<file path="src/sv/sali_pkg.sv">
// shared types and constants for the set-associative lru instruction cache
// no dependencies

package sali_pkg;

  localparam int ADDR_W      = 64;
  localparam int DATA_W      = 64;
  localparam int OFFSET_BITS = 1;
  localparam int PAGE_SHIFT  = 12;

  typedef enum logic [1:0] {
    OP_READ     = 2'd0,
    OP_WRITE    = 2'd1,
    OP_INV_ALL  = 2'd2,
    OP_INV_PAGE = 2'd3
  } op_t;

  typedef enum logic [2:0] {
    ST_INIT,
    ST_IDLE,
    ST_LOOKUP,
    ST_INV_ALL,
    ST_SWEEP_RD,
    ST_SWEEP_CMP,
    ST_DONE
  } state_t;

  typedef struct packed {
    logic capture;
    logic lookup;
    logic clear;
    logic lru_init;
    logic sweep_rd;
    logic sweep_cmp;
    logic out_load;
  } cmd_t;

  typedef struct packed {
    logic sweep_last;
    logic out_free;
  } sts_t;

endpackage

</file>
<file path="src/sv/sali_ctrl.sv">
// controller state machine for the instruction cache
// depends on sali_pkg

module sali_ctrl import sali_pkg::*; (
  input  logic clk,
  input  logic rst,
  input  logic in_valid,
  input  op_t  opcode,
  input  sts_t sts,
  output logic in_stall,
  output cmd_t cmd
);

  state_t state, state_next;

  always_ff @(posedge clk) begin
    if (rst) begin
      state <= ST_INIT;
    end else begin
      state <= state_next;
    end
  end

  always_comb begin
    state_next = state;
    cmd        = '0;
    in_stall   = 1'b1;
    unique case (state)
      ST_INIT: begin
        cmd.clear    = 1'b1;
        cmd.lru_init = 1'b1;
        if (sts.sweep_last) begin
          state_next = ST_IDLE;
        end
      end
      ST_IDLE: begin
        in_stall = 1'b0;
        if (in_valid) begin
          cmd.capture = 1'b1;
          unique case (opcode)
            OP_READ, OP_WRITE: state_next = ST_LOOKUP;
            OP_INV_ALL:        state_next = ST_INV_ALL;
            OP_INV_PAGE:       state_next = ST_SWEEP_RD;
            default:           state_next = ST_IDLE;
          endcase
        end
      end
      ST_LOOKUP: begin
        cmd.lookup = 1'b1;
        state_next = ST_DONE;
      end
      ST_INV_ALL: begin
        cmd.clear = 1'b1;
        if (sts.sweep_last) begin
          state_next = ST_DONE;
        end
      end
      ST_SWEEP_RD: begin
        cmd.sweep_rd = 1'b1;
        state_next   = ST_SWEEP_CMP;
      end
      ST_SWEEP_CMP: begin
        cmd.sweep_cmp = 1'b1;
        state_next    = sts.sweep_last ? ST_DONE : ST_SWEEP_RD;
      end
      ST_DONE: begin
        if (sts.out_free) begin
          cmd.out_load = 1'b1;
          state_next   = ST_IDLE;
        end
      end
      default: state_next = ST_IDLE;
    endcase
  end

endmodule

</file>
<file path="config.mk">
export PLATFORM = sky130hd
export DESIGN_NAME = sali_ctrl
export DESIGN_NICKNAME = d
export VERILOG_FILES = /design/src/sv/sali_pkg.sv /design/src/sv/sali_ctrl.sv
export SDC_FILE = /design/constraint.sdc
export NUM_CORES = 1
export LEC_CHECK = 0
export BUFFER_PORTS_ARGS = -buffer_cell sky130_fd_sc_hd__buf_2
export CELL_PAD_IN_SITES_DETAIL_PLACEMENT = 1
export CELL_PAD_IN_SITES_GLOBAL_PLACEMENT = 2
export CORE_AREA = 2 2 42 44
export DETAILED_ROUTE_END_ITERATION = 8
export DIE_AREA = 0 0 44 46
export PLACE_DENSITY = 0.67
export SYNTH_ARGS = -nofsm -noshare
export SYNTH_HDL_FRONTEND = slang
export SYNTH_SLANG_ARGS = --single-unit
</file>
<file path="constraint.sdc">
create_clock -name clk -period 1.7 [get_ports clk]
set_clock_uncertainty 0.2 [all_clocks]
set_input_delay 0.085 -clock clk [delete_from_list [all_inputs] [get_ports clk]]
set_output_delay 0.085 -clock clk [all_outputs]
set_load 0.01 [all_outputs]
</file>
==> summary.md, run 1 <==
| Metric | Value |
|---|---|
| Slew Limit Headroom | `72.9%` |
| Power per Cell Area | `741 mW/mm^2` |
| Crit path arrival time | `1.25 ns` |
| P_sw | `95.8 uW` |
| First-pass GRT wire length | `1410 um` |
| Core area | `0.00161 mm^2` |
| Syn nets | `48` |
| Crit path time final | `1.53 ns` |
| ANT cells | `0` |
| Int Power | `213 uW` |
| First-pass detailed-route iteration total | `2` |
| CP max FO | `15` |
| Post-CTS setup buffers | `0` |
| Post-route insts no fill | `75` |
| Io pins | `15` |
| Comb pwr share | `32.5%` |
| Unrepaired setup endpoints after global routing | `false` |
| Syn Inst Count | `41` |
| Met2 GRT Util | `16.8%` |
| H-tree levels | `1` |
| CTS Root Cell | `clkbuf_4` |
| Area grow syn2layout | `37.0%` |
| Nets | `66` |
| Die Footprint | `0.00202 mm^2` |
| Sink Count | `3` |
| Hold Fails Final Rpt | `0` |
| Top flop regs | `state (3)` |
| Worst Setup Start Kind | `flop` |
| Seq pwr share | `27.9%` |
| Worst min path class | `primary input to flop` |
| Synth warn | `0` |
| Port bufs | `14` |
| Nature of the critical path endpoint | `output pin` |
| Gr ovfl total | `0` |
| Clk_lat worst skew | `0.23 ns` |
| Post-Syn Area per Cell | `7.42 um^2` |
| Yosys cell types | `22` |
| Die outline width | `44 um` |
| Status | `completed` |
| Critical path class | `flop to output pin` |
| Met3 Usage GRT | `1.59%` |
| CTS Buf Count | `3` |
| Remaining DRCs | `0` |
| Sequential-to-total area share from yosys stat | `19.8%` |
| Clock power frac | `39.6%` |
| Maximum buffer depth of the clock tree | `2` |
| Critical-path cell list | `nor2_1, and3_1, buf_2` |
| Die Ht | `46 um` |
| CP max stage cell | `dfxtp_1` |
| Lkg Pwr | `0.000194 uW` |
| Max-slew violation count | `0` |
| Dpl cells | `70` |
| Total Wirelength | `845 um` |
| Setup TNS | `0 ns` |
| Worst Max-Slew Pin Slew | `0.406 ns` |
| Clock transition at path regs | `0.04 ns` |
| CTS tree | `done` |
| Post-route ant nets | `0` |
| Post-DP HPWL | `642 um` |
| Fmax achieved | `0.652 GHz` |
| Vias per cell | `4.57` |
| Worst path required time | `1.41 ns` |
| Endpoints failing setup | `0` |
| Layout cell share with drive strength beyond 1 | `36.2%` |
| GR peak layer | `met2` |
| Placer Congestion | `0.740` |
| Number of flip-flops in the largest register | `3` |
| Period utilization | `90.2%` |
| Row cnt | `15` |
| Pin count of the biggest net entering global routing | `16` |
| Vias in the first global route | `344` |
| Max-Cap Viols | `0` |
| Routed wire per std cell | `11.3 um` |
| Initial core utilization | `18.8%` |
| Initial drt markers | `3` |
| Worst vdd ir | `278 uV` |
| CP max stage delay | `0.56 ns` |
| FF+latch count, synth | `3` |
| Initial antenna violation count | `0` |
| Mapped Area | `304 um^2` |
| Via count | `343` |
| Grt met1 use | `10.4%` |
| Total track usage | `9.37%` |
| Register name with the most flops | `state` |
| Sw Share | `31.0%` |
==> layout make-up <==
cell class	count	area, um^2
fill	208	1200
multi-input combinational	35	220
tap	17	21.3
clock buffer	4	26.3
sequential	3	61.3
timing repair buffer	16	87.6
==> path summary, 6_finish.rpt <==
path / slack [ns] / from / to / depth (start not counted)
hold reg to reg: 0.39 / state[1] / state[1] / 2
setup / recovery: 0.17 / state[2] / cmd[6] / 3
setup reg to reg: 0.25 / state[2] / state[0] / 4
hold / removal: 0.1 / sts[1] / state[0] / 4
==> per-layer routing <==
layer | vias to the layer above | share of wire, % | routed length, um
li1 | 180 | - | -
met1 | 151 | 45 | 384
met2 | 12 | 48 | 402
met3 | 0 | 6.7 | 57
met4 | 0 | 0 | 0
met5 | - | 0 | 0
==> cells in the mapped netlist, drive strengths merged <==
cell,number,area share (%)
a211oi,1,4.1
a21oi,3,4.9
a31oi,1,2.1
and2,3,6.2
and3,2,4.1
and4b,1,3.3
and4bb,1,4.1
buf,3,7.8
dfxtp,3,20
nand2,1,1.2
nand2b,3,6.2
nor2,4,4.9
nor2b,5,10
nor3,2,3.3
nor3b,1,2.5
nor4,1,2.1
o21ai,4,6.6
o21bai,1,2.5
o22ai,1,4.1
==> layout by cell type (no fill, tap or decap), drive strengths merged <==
cell type,n
a31oi,1
a211oi,1
dlygate4sd3,1
nor3,2
nor3b,1
and3,2
a21oi,3
and4b,1
nand2,1
o22ai,1
o21bai,1
and4bb,1
nor4,1
nand2b,3
dfxtp,3
and2,3
nor2,4
o21ai,4
nor2b,5
clkbuf,4
buf,15
==> power by group through the flow <==
| stage | logic (uW) | clock network [uW] | registers [uW] |
|---|---|---|---|
| floorplan | 72.4 | 0 | 81.0 |
| global placement | 99.2 | 0 | 87.0 |
| detailed placement | 99.5 | 0 | 87.4 |
| CTS | 102 | 127 | 86.0 |
| global route | 113 | 129 | 87.7 |
| finish | 100 | 122 | 86.0 |
==> cell families (layout without fill, tap and decap cells) <==
kind of cell	after synthesis	count (layout)	synth area share (%)
DFF	3	3	19.8
buffers and inverters	3	20	7.82
AOI/OAI and AO/OA	11	11	24.3
and+or+nand+nor	24	24	48.1
==> critical path, delay by kind of cell (launching register included) <==
| kind | cells | cell delay, ns |
|---|---|---|
| DFF | 1 | 0.56 |
| buffers and inverters | 1 | 0.13 |
| and+or+nand+nor | 2 | 0.33 |
==> metrics by stage <==
stage	power, uW	cell area, um^2	utilization [%]	worst slack (ns)	hold slack (ns)
after floorplan	153	304	-	0.447	-0.0459
after global placement	186	379	23.5	0.233	0.0859
after detailed placement	187	379	23.5	0.212	0.0848
after CTS	315	415	25.7	0.108	0.113
after global routing	329	417	25.8	0.0615	0.137
final	309	417	25.8	0.166	0.0987
==> what timing repair did <==
action                                 CTS  global route
resized for setup                        0             1
hold buffers                             1             0
endpoints found under the hold margin    3             0
setup endpoints to repair                0             2
No activity file was read; power rests on OpenSTA's default activity.
==> inputs of run 2 (changes only) <==
- CTS_BUF_LIST: not set -> sky130_fd_sc_hd__clkbuf_4 sky130_fd_sc_hd__clkbuf_8 sky130_fd_sc_hd__clkbuf_16
==> summary.md, run 2 (synthesis gave the netlist of run 1 again) <==
| Metric | Value |
|---|---|
| Post-route ant nets | `0` |
| Number of flip-flops in the largest register | `3` |
| Register name with the most flops | `state` |
| Commonest non-fill, non-tap cell in the layout | `buf_2` |
| Hold Fails Final Rpt | `0` |
| Die Ht | `46 um` |
| Post-route insts no fill | `75` |
| Max-slew violation count | `0` |
| CTS tree | `done` |
| Die outline width | `44 um` |
| Hold Path Origin | `sts[1]` |
| Remaining DRCs | `0` |
| Slew Limit Headroom | `72.9%` |
| Highest routed metal layer | `met4` |
| Unrepaired setup endpoints after global routing | `false` |
| Initial antenna violation count | `0` |
| First-pass GRT wire length | `1420 um` |
| Layout cell share with drive strength beyond 1 | `37.9%` |
| Commonest cells after routing, fill and taps aside | `buf_2 (14), nor2b_1 (5), nor2_1 (4), clkbuf_4 (4)` |
| Period utilization | `90.4%` |
| Post-CTS setup buffers | `0` |
| Row cnt | `15` |
| Fmax achieved | `0.650 GHz` |
| Critical path launch point | `state[2]` |
| Pin count of the biggest net entering global routing | `16` |
| Die Footprint | `0.00202 mm^2` |
| Max-Cap Viols | `0` |
| Met3 WL | `52 um` |
| Via count | `339` |
| Met2 WL | `394 um` |
| Metal1 wirelength | `393 um` |
| Nets | `66` |
| Vias per cell | `4.52` |
| Io pins | `15` |
| Setup TNS | `0 ns` |
| Initial core utilization | `18.8%` |
| Placer Congestion | `0.740` |
| Clk_lat worst skew | `0.23 ns` |
| Area grow syn2layout | `38.3%` |
| Vias in the first global route | `343` |
| ANT cells | `0` |
| Maximum buffer depth of the clock tree | `2` |
| Total Wirelength | `861 um` |
| Post-DP HPWL | `642 um` |
| CP max FO | `15` |
| Total track usage | `10.0%` |
| Crit path time final | `1.54 ns` |
| First-pass detailed-route iteration total | `4` |
| Sink Count | `3` |
| Worst Setup Start Kind | `flop` |
| CTS Buf Count | `3` |
| Clock transition at path regs | `0.04 ns` |
| Initial drt markers | `4` |
| Worst vdd ir | `276 uV` |
| Worst Max-Slew Pin Slew | `0.406 ns` |
| Critical R2R Launch | `state[2]` |
| Worst path required time | `1.41 ns` |
| Gr ovfl total | `0` |
| Port bufs | `14` |
| Status | `completed` |
| Core area | `0.00161 mm^2` |
| Power per Cell Area | `775 mW/mm^2` |
| Endpoints failing setup | `0` |
| Lkg Pwr | `0.000198 uW` |
| Critical path class | `flop to output pin` |
| Top flop regs | `state (3)` |
| Crit path arrival time | `1.25 ns` |
| CTS Root Cell | `clkbuf_4` |
| H-tree levels | `1` |
| Nature of the critical path endpoint | `output pin` |
| Routed wire per std cell | `11.5 um` |
| Worst min path class | `primary input to flop` |
| Dpl cells | `70` |
## run 2: cell counts in the layout (fill, tap and decap cells not counted)
Identical to the previous run, type by type.
## run 2: worst paths after layout
path,to,slack (ns),depth (start not counted)
max,cmd[6],0.16,3
min,state[0],0.09,4
max reg2reg,state[0],0.25,4
min reg2reg,state[1],0.39,2
## run 2: area by class of cell
type | count | area (um^2)
multi-input combinational | 35 | 220
fill | 209 | 1190
clock buffer | 4 | 30.0
tap | 17 | 21.3
sequential | 3 | 61.3
timing repair buffer | 16 | 87.6
## run 2: repair_timing
| action | in CTS | in global routing |
|---|---|---|
| hold endpoints to repair | 3 | 0 |
| setup endpoints to repair | 0 | 2 |
| hold buffers | 1 | 0 |
| resized for setup | 0 | 1 |
## run 2: stage by stage
stage / cell area (um^2) / hold slack [ns] / utilization, % / total power [uW] / setup WS (ns)
floorplan: 304 / -0.0459 / - / 153 / 0.447
finish: 420 / 0.0867 / 26.0 / 326 / 0.163
detailed placement: 379 / 0.0848 / 23.5 / 187 / 0.212
global placement: 379 / 0.0859 / 23.5 / 186 / 0.233
global route: 420 / 0.130 / 26.0 / 349 / 0.0565
CTS: 419 / 0.104 / 26.0 / 335 / 0.101
## run 2: where the power goes
group	switching (uW)	internal [uW]	leakage [uW]
Combinational	50.6	48.8	0.000154
Clock	36.6	104	0.0000184
Sequential	9.73	76.3	0.0000250
## run 2: routing by layer
layer / up-vias / global-route usage [%]
met1: 145 / 10.4
met2: 12 / 16.5
li1: 180 / -
met4: 0 / 10.9
met3: 2 / 1.59
met5: - / 0
## run 2: critical path: stages (launching register included)
cell,delay (ns)
dfxtp_1,0.56
nor2_1,0.14
and3_1,0.19
buf_2,0.13
==> inputs of run 3 (changes only) <==
==> constraint.sdc (replaced) <==
create_clock -name clk -period 1.7 [get_ports clk]
set_clock_uncertainty 0.2 [all_clocks]
set_input_delay 0.17 -clock clk [delete_from_list [all_inputs] [get_ports clk]]
set_output_delay 0.17 -clock clk [all_outputs]
set_load 0.01 [all_outputs]
==> summary.md, run 3 (synthesis gave the netlist of run 1 again) <==
| Metric | Value |
|---|---|
| Max-slew violation count | `0` |
| Area grow syn2layout | `38.7%` |
| Worst Max-Slew Pin Slew | `0.236 ns` |
| Hold Path End | `state[0]` |
| Die Footprint | `0.00202 mm^2` |
| Critical path class | `flop to output pin` |
| Nature of the critical path endpoint | `output pin` |
| Fillers | `209` |
| Die Ht | `46 um` |
| Pwr Total | `326 uW` |
| Pin count of the biggest net entering global routing | `16` |
| Post-route insts no fill | `75` |
| Hold Fails Final Rpt | `0` |
| Worst vdd ir | `276 uV` |
| Routed wire per std cell | `11.5 um` |
| Critical-path cell list | `nor2b_1, nor3_1, buf_2` |
| Unrepaired setup endpoints after global routing | `false` |
| Lkg Pwr | `0.000198 uW` |
| Initial core utilization | `18.8%` |
| Slew Limit Headroom | `84.3%` |
| Vias per cell | `4.52` |
| Number of flip-flops in the largest register | `3` |
| Crit path time final | `1.51 ns` |
| Vias in the first global route | `343` |
| Nets | `66` |
| Period utilization | `88.7%` |
| CP max FO | `14` |
| Placer Congestion | `0.740` |
| Fmax achieved | `0.664 GHz` |
| Clk_lat worst skew | `0.23 ns` |
| Total Wirelength | `861 um` |
| Via count | `339` |
| Register name with the most flops | `state` |
| Port bufs | `14` |
| Status | `completed` |
| Initial antenna violation count | `0` |
| Remaining DRCs | `0` |
| Initial drt markers | `4` |
| Total track usage | `10.0%` |
| Dpl cells | `70` |
| First-pass detailed-route iteration total | `4` |
| Commonest non-fill, non-tap cell in the layout | `buf_2` |
| Post-DP HPWL | `642 um` |
| Gr ovfl total | `0` |
| Kind of cell adding the most delay to the critical path | `flip-flops` |
| CP bufs+invs | `1` |
| Crit path arrival time | `1.14 ns` |
| Endpoints failing setup | `0` |
| Setup TNS | `0 ns` |
| CTS Buf Count | `3` |
| Io pins | `15` |
| CTS tree | `done` |
| Maximum buffer depth of the clock tree | `2` |
| CP max stage delay | `0.45 ns` |
| First-pass GRT wire length | `1420 um` |
| CTS Root Cell | `clkbuf_4` |
| Post-route ant nets | `0` |
| Worst-case reg-to-reg path depth | `4` |
| Sink Count | `3` |
| CP max stage cell | `dfxtp_2` |
| ANT cells | `0` |
| Area of the multi-input gates | `220 um^2` |
| Layout cell share with drive strength beyond 1 | `39.7%` |
| Worst Setup Start Kind | `flop` |
| Worst path required time | `1.33 ns` |
| Layout Utilization | `26.1%` |
| Max-Cap Viols | `0` |
| H-tree levels | `1` |
| Commonest cells after routing, fill and taps aside | `buf_2 (14), nor2b_1 (5), nor2_1 (4), clkbuf_4 (4)` |
| FF/Latch Area | `62.6 um^2` |
| Worst min path class | `primary input to flop` |
| Top flop regs | `state (3)` |
| Die outline width | `44 um` |
| Critical R2R Launch | `state[2]` |
| Row cnt | `15` |
| Hold Path Origin | `sts[1]` |
| Min-Delay Path Depth | `4` |
| Post-CTS setup buffers | `0` |
| Core area | `0.00161 mm^2` |
| R2r setup slk | `0.37 ns` |
| Power per Cell Area | `773 mW/mm^2` |
| Clock transition at path regs | `0.04 ns` |
| Worst r2r dst | `state[1]` |
## run 3: repair_timing
action / 4_1_cts / 5_1_grt
gates resized for setup: 0 / 2
hold buffers: 1 / 0
setup endpoints to repair: 0 / 5
hold endpoints to repair: 3 / 0
## run 3: how the worst max path moves through the flow
| stage | slack, ns | from | to | depth (start not counted) |
|---|---|---|---|---|
| floorplan | 0.44 | state[1] | cmd[5] | 3 |
| CTS | 0.02 | state[1] | cmd[4] | 3 |
| detailed placement | 0.21 | state[1] | state[0] | 4 |
| global route | 0.07 | state[1] | cmd[4] | 3 |
| finish | 0.19 | state[1] | cmd[4] | 3 |
| global placement | 0.23 | state[1] | state[0] | 4 |
## run 3: worst register-to-register path, cell delays in order, from the launching register on
cell and delay, ns:
dfxtp_2 0.38, nand2b_1 0.18, a211oi_2 0.23, o21ai_0 0.12
a21oi_1 0.15
## run 3: per-stage QoR
stage / worst slack [ns] / cell area [um^2] / hold WS [ns]
finish: 0.193 / 422 / 0.172
global route: 0.0683 / 422 / 0.215
CTS: 0.0156 / 419 / 0.189
detailed placement: 0.212 / 379 / 0.170
global placement: 0.233 / 379 / 0.171
floorplan: 0.445 / 304 / 0.0391
## run 3: where the power goes
part	internal, uW	leakage [uW]	total, uW	switching, uW
Clock	104	0.0000184	140	36.6
Sequential	76.5	0.0000255	86.3	9.73
Combinational	48.8	0.000154	99.4	50.6
## run 3: cell type report
| type | instances | area share, % |
|---|---|---|
| Multi-Input combinational cell | 35 | 52.2 |
| Sequential cell | 3 | 14.8 |
| Clock buffer | 4 | 7.12 |
| Tap cell | 17 | 5.04 |
| Timing Repair Buffer | 16 | 20.8 |
## run 3: per-layer routing
layer | GRT usage [%] | vias to the layer above | routed length (um)
li1 | - | 180 | -
met1 | 10.4 | 145 | 393
met2 | 16.5 | 12 | 394
met3 | 1.59 | 2 | 52
met4 | 10.9 | 0 | 21
met5 | 0 | - | 0
